`src/sv/assert_macros.svh`:
```
// Assertion macros shared by the vertex normal accumulator RTL.
`ifndef ASSERT_MACROS_SVH
`define ASSERT_MACROS_SVH

// Same-cycle implication, disabled while reset is asserted.
`define VNA_ASSERT_IMP(lbl, clk, rst_n, ante, cons, msg) \
lbl: assert property (@(posedge clk) disable iff (!rst_n) (ante) |-> (cons)) \
    else $error(msg);

// Next-cycle implication, disabled while reset is asserted.
`define VNA_ASSERT_NXT(lbl, clk, rst_n, ante, cons, msg) \
lbl: assert property (@(posedge clk) disable iff (!rst_n) (ante) |=> (cons)) \
    else $error(msg);

`endif

```
`src/sv/vna_pkg.sv`:
```
// Types and constants shared by the vertex normal accumulator modules.
package vna_pkg;

    localparam int IDX_W   = 10;  // vertex index field
    localparam int POS_W   = 20;  // Q10.10 coordinate
    localparam int EDGE_W  = 21;  // coordinate difference
    localparam int PROD_W  = 42;  // edge product
    localparam int CROSS_W = 43;  // cross product component
    localparam int SUM_W   = 24;  // Q9.14 normal sum
    localparam int NORM_W  = 16;  // Q1.14 unit component
    localparam int MAG_W   = 44;  // magnitude before scaling
    localparam int SCL_W   = 30;  // magnitude after scaling
    localparam int SQ_W    = 64;  // square sum and root work registers
    localparam int DIV_W   = 46;  // divider remainder and divisor
    localparam int Q_W     = 15;  // quotient bits
    localparam int CNT_W   = 5;   // iteration counter
    localparam int UNIT_SHIFT = 14;

    localparam logic [CNT_W-1:0] SQRT_LAST_CNT = CNT_W'(31);
    localparam logic [CNT_W-1:0] DIV_LAST_CNT  = CNT_W'(Q_W - 1);
    localparam logic [Q_W-1:0]   UNIT_ONE      = Q_W'(16384);
    localparam logic [SQ_W-1:0]  SQRT_TOP_BIT  = SQ_W'(1) << 62;

    typedef enum logic [1:0] {
        REQ_WRITE = 2'd0,
        REQ_TRI   = 2'd1,
        REQ_READ  = 2'd2,
        REQ_NONE  = 2'd3
    } req_t;

    typedef enum logic [4:0] {
        OP_IDLE, OP_CLEAR, OP_LOAD, OP_WR_POS, OP_RD_POS, OP_LAT_POS, OP_EDGE,
        OP_MUL1, OP_MUL2, OP_RD_SUM, OP_LD_VEC, OP_MAG, OP_SHIFT, OP_SQ,
        OP_SQRT_INIT, OP_SQRT_STEP, OP_DIV_INIT, OP_DIV_STEP, OP_DIV_END,
        OP_SUM_WR, OP_OUT
    } op_t;

    typedef enum logic [4:0] {
        ST_CLEAR, ST_IDLE, ST_DISP, ST_WRP, ST_RDP, ST_LATP, ST_EDGE, ST_MUL1,
        ST_MUL2, ST_RDS, ST_WTS, ST_LDV, ST_MAG, ST_SHIFT, ST_SQ, ST_SQRTI,
        ST_SQRT, ST_DIVI, ST_DIV, ST_DIVE, ST_ADDS, ST_OUT
    } state_t;

    typedef struct packed {
        op_t        op;
        logic [1:0] sel;   // component or corner (0 = first corner)
    } vna_cmd_t;

    typedef struct packed {
        logic clear_last;
        req_t req;
        logic ia_ok;
        logic all_ok;
        logic zero_vec;
        logic norm_ok;
        logic iter_last;
        logic out_busy;
    } vna_stat_t;

endpackage

```
`src/sv/vna_ctrl.sv`:
```
// Controller state machine sequencing the accumulator datapath.
module vna_ctrl (
    input  logic              aclk,
    input  logic              aresetn,
    input  logic              s_tvalid,
    output logic              s_tready,
    input  vna_pkg::vna_stat_t stat,
    output vna_pkg::vna_cmd_t  cmd
);
    import vna_pkg::*;

    state_t     state_reg, state_next;
    logic [1:0] k_reg, k_next;

    // state and component registers
    always_ff @(posedge aclk) begin
        if (!aresetn) begin
            state_reg <= ST_CLEAR;
            k_reg     <= 2'd0;
        end else begin
            state_reg <= state_next;
            k_reg     <= k_next;
        end
    end

    // next state and commands
    always_comb begin
        state_next = state_reg;
        k_next     = k_reg;
        cmd.op     = OP_IDLE;
        cmd.sel    = k_reg;
        s_tready   = 1'b0;
        unique case (state_reg)
            ST_CLEAR: begin
                cmd.op = OP_CLEAR;
                if (stat.clear_last) state_next = ST_IDLE;
            end
            ST_IDLE: begin
                s_tready = 1'b1;
                if (s_tvalid) begin
                    cmd.op     = OP_LOAD;
                    state_next = ST_DISP;
                end
            end
            ST_DISP: begin
                k_next = 2'd0;
                unique case (stat.req)
                    REQ_WRITE: state_next = stat.ia_ok ? ST_WRP : ST_OUT;
                    REQ_TRI:   state_next = stat.all_ok ? ST_RDP : ST_OUT;
                    REQ_READ:  state_next = stat.ia_ok ? ST_RDS : ST_OUT;
                    default:   state_next = ST_OUT;
                endcase
            end
            ST_WRP: begin
                cmd.op     = OP_WR_POS;
                state_next = ST_OUT;
            end
            ST_RDP: begin
                cmd.op     = OP_RD_POS;
                state_next = ST_LATP;
            end
            ST_LATP: begin
                cmd.op = OP_LAT_POS;
                if (k_reg == 2'd2) begin
                    k_next     = 2'd0;
                    state_next = ST_EDGE;
                end else begin
                    k_next     = k_reg + 2'd1;
                    state_next = ST_RDP;
                end
            end
            ST_EDGE: begin
                cmd.op     = OP_EDGE;
                state_next = ST_MUL1;
            end
            ST_MUL1: begin
                cmd.op     = OP_MUL1;
                state_next = ST_MUL2;
            end
            ST_MUL2: begin
                cmd.op = OP_MUL2;
                if (k_reg == 2'd2) begin
                    k_next     = 2'd0;
                    state_next = ST_MAG;
                end else begin
                    k_next     = k_reg + 2'd1;
                    state_next = ST_MUL1;
                end
            end
            ST_RDS: begin
                cmd.op     = OP_RD_SUM;
                state_next = ST_WTS;
            end
            ST_WTS: begin
                state_next = (stat.req == REQ_TRI) ? ST_ADDS : ST_LDV;
            end
            ST_ADDS: begin
                cmd.op = OP_SUM_WR;
                if (k_reg == 2'd2) begin
                    state_next = ST_OUT;
                end else begin
                    k_next     = k_reg + 2'd1;
                    state_next = ST_RDS;
                end
            end
            ST_LDV: begin
                cmd.op     = OP_LD_VEC;
                state_next = ST_MAG;
            end
            ST_MAG: begin
                cmd.op     = OP_MAG;
                state_next = ST_SHIFT;
            end
            ST_SHIFT: begin
                k_next = 2'd0;
                if (stat.zero_vec) state_next = ST_OUT;
                else if (stat.norm_ok) state_next = ST_SQ;
                else cmd.op = OP_SHIFT;
            end
            ST_SQ: begin
                cmd.op = OP_SQ;
                if (k_reg == 2'd2) begin
                    k_next     = 2'd0;
                    state_next = ST_SQRTI;
                end else begin
                    k_next = k_reg + 2'd1;
                end
            end
            ST_SQRTI: begin
                cmd.op     = OP_SQRT_INIT;
                state_next = ST_SQRT;
            end
            ST_SQRT: begin
                cmd.op = OP_SQRT_STEP;
                if (stat.iter_last) state_next = ST_DIVI;
            end
            ST_DIVI: begin
                cmd.op     = OP_DIV_INIT;
                state_next = ST_DIV;
            end
            ST_DIV: begin
                cmd.op = OP_DIV_STEP;
                if (stat.iter_last) state_next = ST_DIVE;
            end
            ST_DIVE: begin
                cmd.op = OP_DIV_END;
                if (k_reg == 2'd2) begin
                    k_next     = 2'd0;
                    state_next = (stat.req == REQ_TRI) ? ST_RDS : ST_OUT;
                end else begin
                    k_next     = k_reg + 2'd1;
                    state_next = ST_DIVI;
                end
            end
            ST_OUT: begin
                if (!stat.out_busy) begin
                    cmd.op     = OP_OUT;
                    state_next = ST_IDLE;
                end
            end
            default: state_next = ST_IDLE;
        endcase
    end

endmodule

```
`config.mk`:
```
export PLATFORM = sky130hd
export DESIGN_NAME = vna_ctrl
export DESIGN_NICKNAME = d
export VERILOG_FILES = /design/src/sv/assert_macros.svh /design/src/sv/vna_pkg.sv /design/src/sv/vna_ctrl.sv
export SDC_FILE = /design/constraint.sdc
export NUM_CORES = 1
export LEC_CHECK = 0
export ABC_CLOCK_PERIOD_IN_PS = 1500
export CAP_MARGIN = 20
export CORE_UTILIZATION = 50
export CTS_BUF_LIST = sky130_fd_sc_hd__clkbuf_16
export DETAILED_ROUTE_END_ITERATION = 16
export DONT_BUFFER_PORTS = 1
export PLACE_DENSITY = 0.64
export SETUP_SLACK_MARGIN = 0.3
export SKIP_CTS_REPAIR_TIMING = 1
export SYNTH_ARGS = -nofsm -noshare
export SYNTH_HDL_FRONTEND = slang
export SYNTH_SLANG_ARGS = --single-unit
```
`constraint.sdc`:
```
create_clock -name aclk -period 1.5 [get_ports aclk]
set_input_delay 0.15 -clock aclk [delete_from_list [all_inputs] [get_ports aclk]]
set_output_delay 0.15 -clock aclk [all_outputs]
set_load 0.05 [all_outputs]
```
==> results.md, run 1 <==
- Place WS: -274.7 ps
- Synth warn: 0
- Sink Count: 7
- Status: aborted with a tool error
- Ys async rst share: 0%
- Seq/Total Area, Yosys: around 13%
- Largest net degree at the start of global routing: 19
- Top_reg_cell synth: dfxtp_1
- Pin type at the end of the worst path: register input
- Clock root cell: clkbuf_16
- Initial Util: 54.95%
- Cell Area, Synth: 1111 um^2
- Synth top area cells: dfxtp_1 (13%), a21oi_1 (8.6%), o21ai_0 (6.8%), nand2b_1 (6.2%), nand2_1 (3.7%)
- CTS Buf Count: 3
- Yosys reg bits: 7
- Placer Congestion: a little under 1
- Die W: about 50 um
- Die height: around 49 um
- Netlist cell types: 50
- H-tree depth: 1
- Stop err: [ERROR DPL-0038] Utilization greater than 100%, impossible to legalize
- Mean area per synthesized cell: 6.734 um^2
- Most frequent cell after synthesis: a21oi_1
- Mapped Nets: 180
- Synthesized instance count: roughly 170
- Placed Cells: approximately 230
- Post-synth top cells: a21oi_1 (19), o21ai_0 (15), nand2_1 (11), nand2b_1 (11), nor2_1 (11)
- Worst EP post-GRT repair: state_reg[1]$_SDFFE_PN0P_/D
- Synth top area share: 12.61%
- Hpwl dp: around 3200 um
- Failed at: 5_1_grt
- CTS max path bufs: 2
- Row Count: 16
- Post-synth EDFFs: 0
- I/O pin total: 20
- Area leader, netlist: dfxtp_1
- IO Port Bufs: 0
[cells by family after synthesis]
logic type / Yosys count / synth area share, %
compound gates: 67 / 38.96
fa+ha+maj: 3 / 3.379
buf+inv: 20 / 8.895
xor+xnor: 1 / 0.7884
mux: 2 / 1.802
simple gates: 65 / 33.56
flops: 7 / 12.61
[stage by stage]
step           area [um^2]  utilization, %  hold slack (ps)
2_1_floorplan         1291               -            277.9
3_3_place_gp          1639           81.06            279.9
3_5_place_dp          1639           81.06            281.9
4_1_cts               1718           84.96            44.83
==> run 2: changes to the inputs <==
Settings changed: ABC_CLOCK_PERIOD_IN_PS 1500 to 1950, CORE_AREA from default to 2 2 63 65, CORE_UTILIZATION 50 to default, CTS_BUF_LIST sky130_fd_sc_hd__clkbuf_16 to default, DIE_AREA from default to 0 0 65 67, PLACE_DENSITY 0.64 to default, PLACE_DENSITY_LB_ADDON from default to 0.15, SETUP_SLACK_MARGIN 0.3 to default.
Clock period 1.5 ns to 1.95 ns, I/O delays scaled along.
==> run 2 against run 1 <==
Net effect:
- the run now ends clean
- area after synthesis unchanged
- synthesized cell count stayed put
==> results.md, run 2 <==
- Status: finished, final reports clean
- Worst slew pin tran: ~440 ps
- Worst Path Max Fanout: 17
- Synth warn: 0 (unchanged)
- Placer Congestion: 0.9124 (-6.4%)
- Mapped Nets: 180 (unchanged)
- R2R Path End: k_reg[0]$_SDFFE_PN0P_
- CP Class: reg -> out
- Worst R2R Setup Slack: roughly 190 ps
- H-tree depth: 1 (unchanged)
- P&R area growth vs syn: 25.11%
- Ys async rst share: 0% (unchanged)
- Total of max-cap violations: 0
- Min Tclk post-route: ~1800 ps
- Worst Skew: 0.1474 ps
- CP arrival: about 1600 ps
- GR Util All Layers: between 10% and 20%
- Crit-path most repeated cell: a21oi_1
- Cell Count, Final, Fillers Out: 234
- Critical Path RT: ~1800 ps
- Hold depth: 1
- Setup-failing EPs final: 0
- Hpwl dp: 3053 um (-4.8%)
- Vias in the first global route: about 1300
- Main combinational cell family by area after synthesis: compound AO/OA/AOI/OAI gates
- CTS tree: built
- CTS Buf Count: 3 (unchanged)
- ANT cells: 0
- Synth top area share: 12.61% (unchanged)
- Post-synth EDFFs: 0 (unchanged)
- Row Count: 22 (+6)
- Core footprint: roughly 3600 um^2
- Die W: 65 um (+32%)
- R2R depth: 7
- Sink Count: 7 (unchanged)
- Wire length per cell: 16.85 um
- Cell Area, Synth: 1111 um^2 (unchanged)
- Power per Cell Area: 1346 nW/um^2
- Post-Synth Adder-Cell Area: 3.378% (unchanged)
- Initial antenna violation count: 0
- Top_reg_cell synth: dfxtp_1
- Slowest CP cell: dfxtp_2
- Final Instance Area: between 1000 and 1500 um^2
- CTS max path bufs: 2 (unchanged)
- Remaining DRCs: 0
- Routed Wire Length: about 3900 um
- Top delay family on crit path: flip-flops
- Most frequent cell after synthesis: a21oi_1
- Hold Path End: state_reg[3]$_SDFFE_PN0P_
- Overflow after GRT: 0
- Hold Crit Start: aresetn
- Mean area per synthesized cell: 6.734 um^2 (unchanged)
- Synth top area cells: dfxtp_1 (13%), a21oi_1 (8.6%), o21ai_0 (6.8%), nand2b_1 (6.2%), nand2_1 (3.7%)
- Die height: 67 um (+36%)
- Endpoints failing hold: 0
- Area leader, netlist: dfxtp_1
- Total power: roughly 1.9 mW
- Clk_lat worst skew: approximately 230 ps
- Post-synthesis simple-gate area fraction: 33.56% (unchanged)
- Proportion of layout cells with a drive suffix above 1: roughly a quarter
- Most common cell after layout, fill and taps aside: buf_4
- Setup TNS: 0 ps
- Seq/Total Area, Yosys: 12.61% (unchanged)
- Worst Setup End Kind: output pin
- Vias/cell: around 6
- Synthesized instance count: 165 (unchanged)
- Drt pass-1 iters: 4
- Launching point of the worst reg2reg path: state_reg[1]$_SDFFE_PN0P_
- Placed Cells: 230 (+0.44%)
- Post-synth top cells: a21oi_1 (19), o21ai_0 (15), nand2_1 (11), nand2b_1 (11), nor2_1 (11)
- Hold Path Class: in -> reg
- Max Slew Vio Count: 0
- Maximum VDD drop: around 0.66 mV
- Layout filler cell count: around 390
- Layout Nets: about 200
- Worst path bufs/invs: 1
- Max reg flops: 5
- Initial Util: 30.81% (-24 points)
- Vias: around 1400
- Die Area: ~4400 um^2
- Largest net degree at the start of global routing: 19
- Post-synthesis xor/xnor area fraction: 0.7883% (unchanged)
- Dpl cell area: 1335 um^2 (-19%)
- Max_slew headroom: 70.12%
- Reg clk slew, reported paths: 40 ps
- Initial drt markers: about 190
- Kind of start point of the critical path: flip-flop
- Pleak: slightly above 0.5 nW
- Clock root cell: clkbuf_8
- Leading cell types in the layout, fill and taps excluded: buf_4 (29), a21oi_1 (19), o21ai_0 (13)
- IO Port Bufs: 0 (unchanged)
- Final Core Density: around two fifths
- Critical Path Max Stage Delay: between 500 and 600 ps
- Complex-gate fraction of the synthesized area: 38.96% (unchanged)
- Netlist cell types: 50 (unchanged)
- Post-synthesis mux area share: 1.802% (unchanged)
- Yosys reg bits: 7 (unchanged)
- I/O pin total: 20 (unchanged)
- Antenna-violating nets left: 0
- Crit path cell chain: nand2b_1 > a21oi_1 > a21oi_1 > o22ai_1 > buf_4
- Final period util: 93.05%
- First-pass GRT wire length: around 6600 um
- Achievable clock frequency: approximately 550 MHz
[run 2: cell counts after synthesis]
No cell type changed its count.
[run 2: cells by family after synthesis]
family | Yosys count
compound gates | 67
xor+xnor | 1
fa+ha+maj | 3
buf+inv | 20
flops | 7
mux | 2
simple gates | 65
[run 2: layout make-up]
| class | count | area (um^2) | area share [%] |
|---|---|---|---|
| Clock buffer | 4 | 45.04 | 3.240 |
| Inverter | 7 | 26.28 | 1.890 |
| Multi-Input combinational cell | 138 | 883.3 | 63.55 |
| Sequential cell | 7 | 146.4 | 10.53 |
| Tap cell | 48 | 60.06 | 4.320 |
| Timing Repair Buffer | 30 | 229.0 | 16.47 |
[run 2: worst max-delay path by stage]
stage	from	endpoint	depth (start not counted)
floorplan	state_reg[0]$_SDFFE_PN0P_	cmd[4]	6
global placement	state_reg[3]$_SDFFE_PN0P_	k_reg[0]$_SDFFE_PN0P_	5
detailed placement	state_reg[3]$_SDFFE_PN0P_	k_reg[0]$_SDFFE_PN0P_	5
CTS	state_reg[3]$_SDFFE_PN0P_	cmd[2]	5
global route	state_reg[3]$_SDFFE_PN0P_	cmd[2]	5
finish	state_reg[3]$_SDFFE_PN0P_	cmd[2]	5
[run 2: through the flow]
| step | hold slack (ps) | setup WS, ps |
|---|---|---|
| after global placement | 327.7 | 127.6 |
| after floorplan | 322.9 | -51.46 |
| after detailed placement | 331.2 | 76.90 |
| final | 84.23 | 135.6 |
| after CTS | 90.37 | -113.2 |
| after global routing | 86.09 | -0.2820 |
[run 2: worst register-to-register path: cells and delay by family (launching register included)]
family	cells	cell delay [ps]
AOI/OAI and AO/OA	3	520
DFF	1	370
and+or+nand+nor	1	150
buffers and inverters	2	340
muxes	1	250
[run 2: per-layer routing]
| metal | up-vias | wire (um) | track usage (%) | part of all wire, % |
|---|---|---|---|---|
| met5 | - | 0 | 0 | 0 |
| met4 | 0 | 50 | 7.181 | 1.3 |
| met3 | 8 | 287 | 2.703 | 7.3 |
| met2 | 64 | 1926 | 32.73 | 49 |
| met1 | 673 | 1679 | 24.87 | 43 |
| li1 | 666 | - | - | - |
[run 2: report_power, final]
part	internal (mW)	switching, mW	total (mW)
clock	0.142	0.0738	0.216
sequential	0.190	0.0764	0.267
combinational	0.536	0.851	1.39
total	0.869	1.00	1.87
No activity file was read; power rests on OpenSTA's default activity.
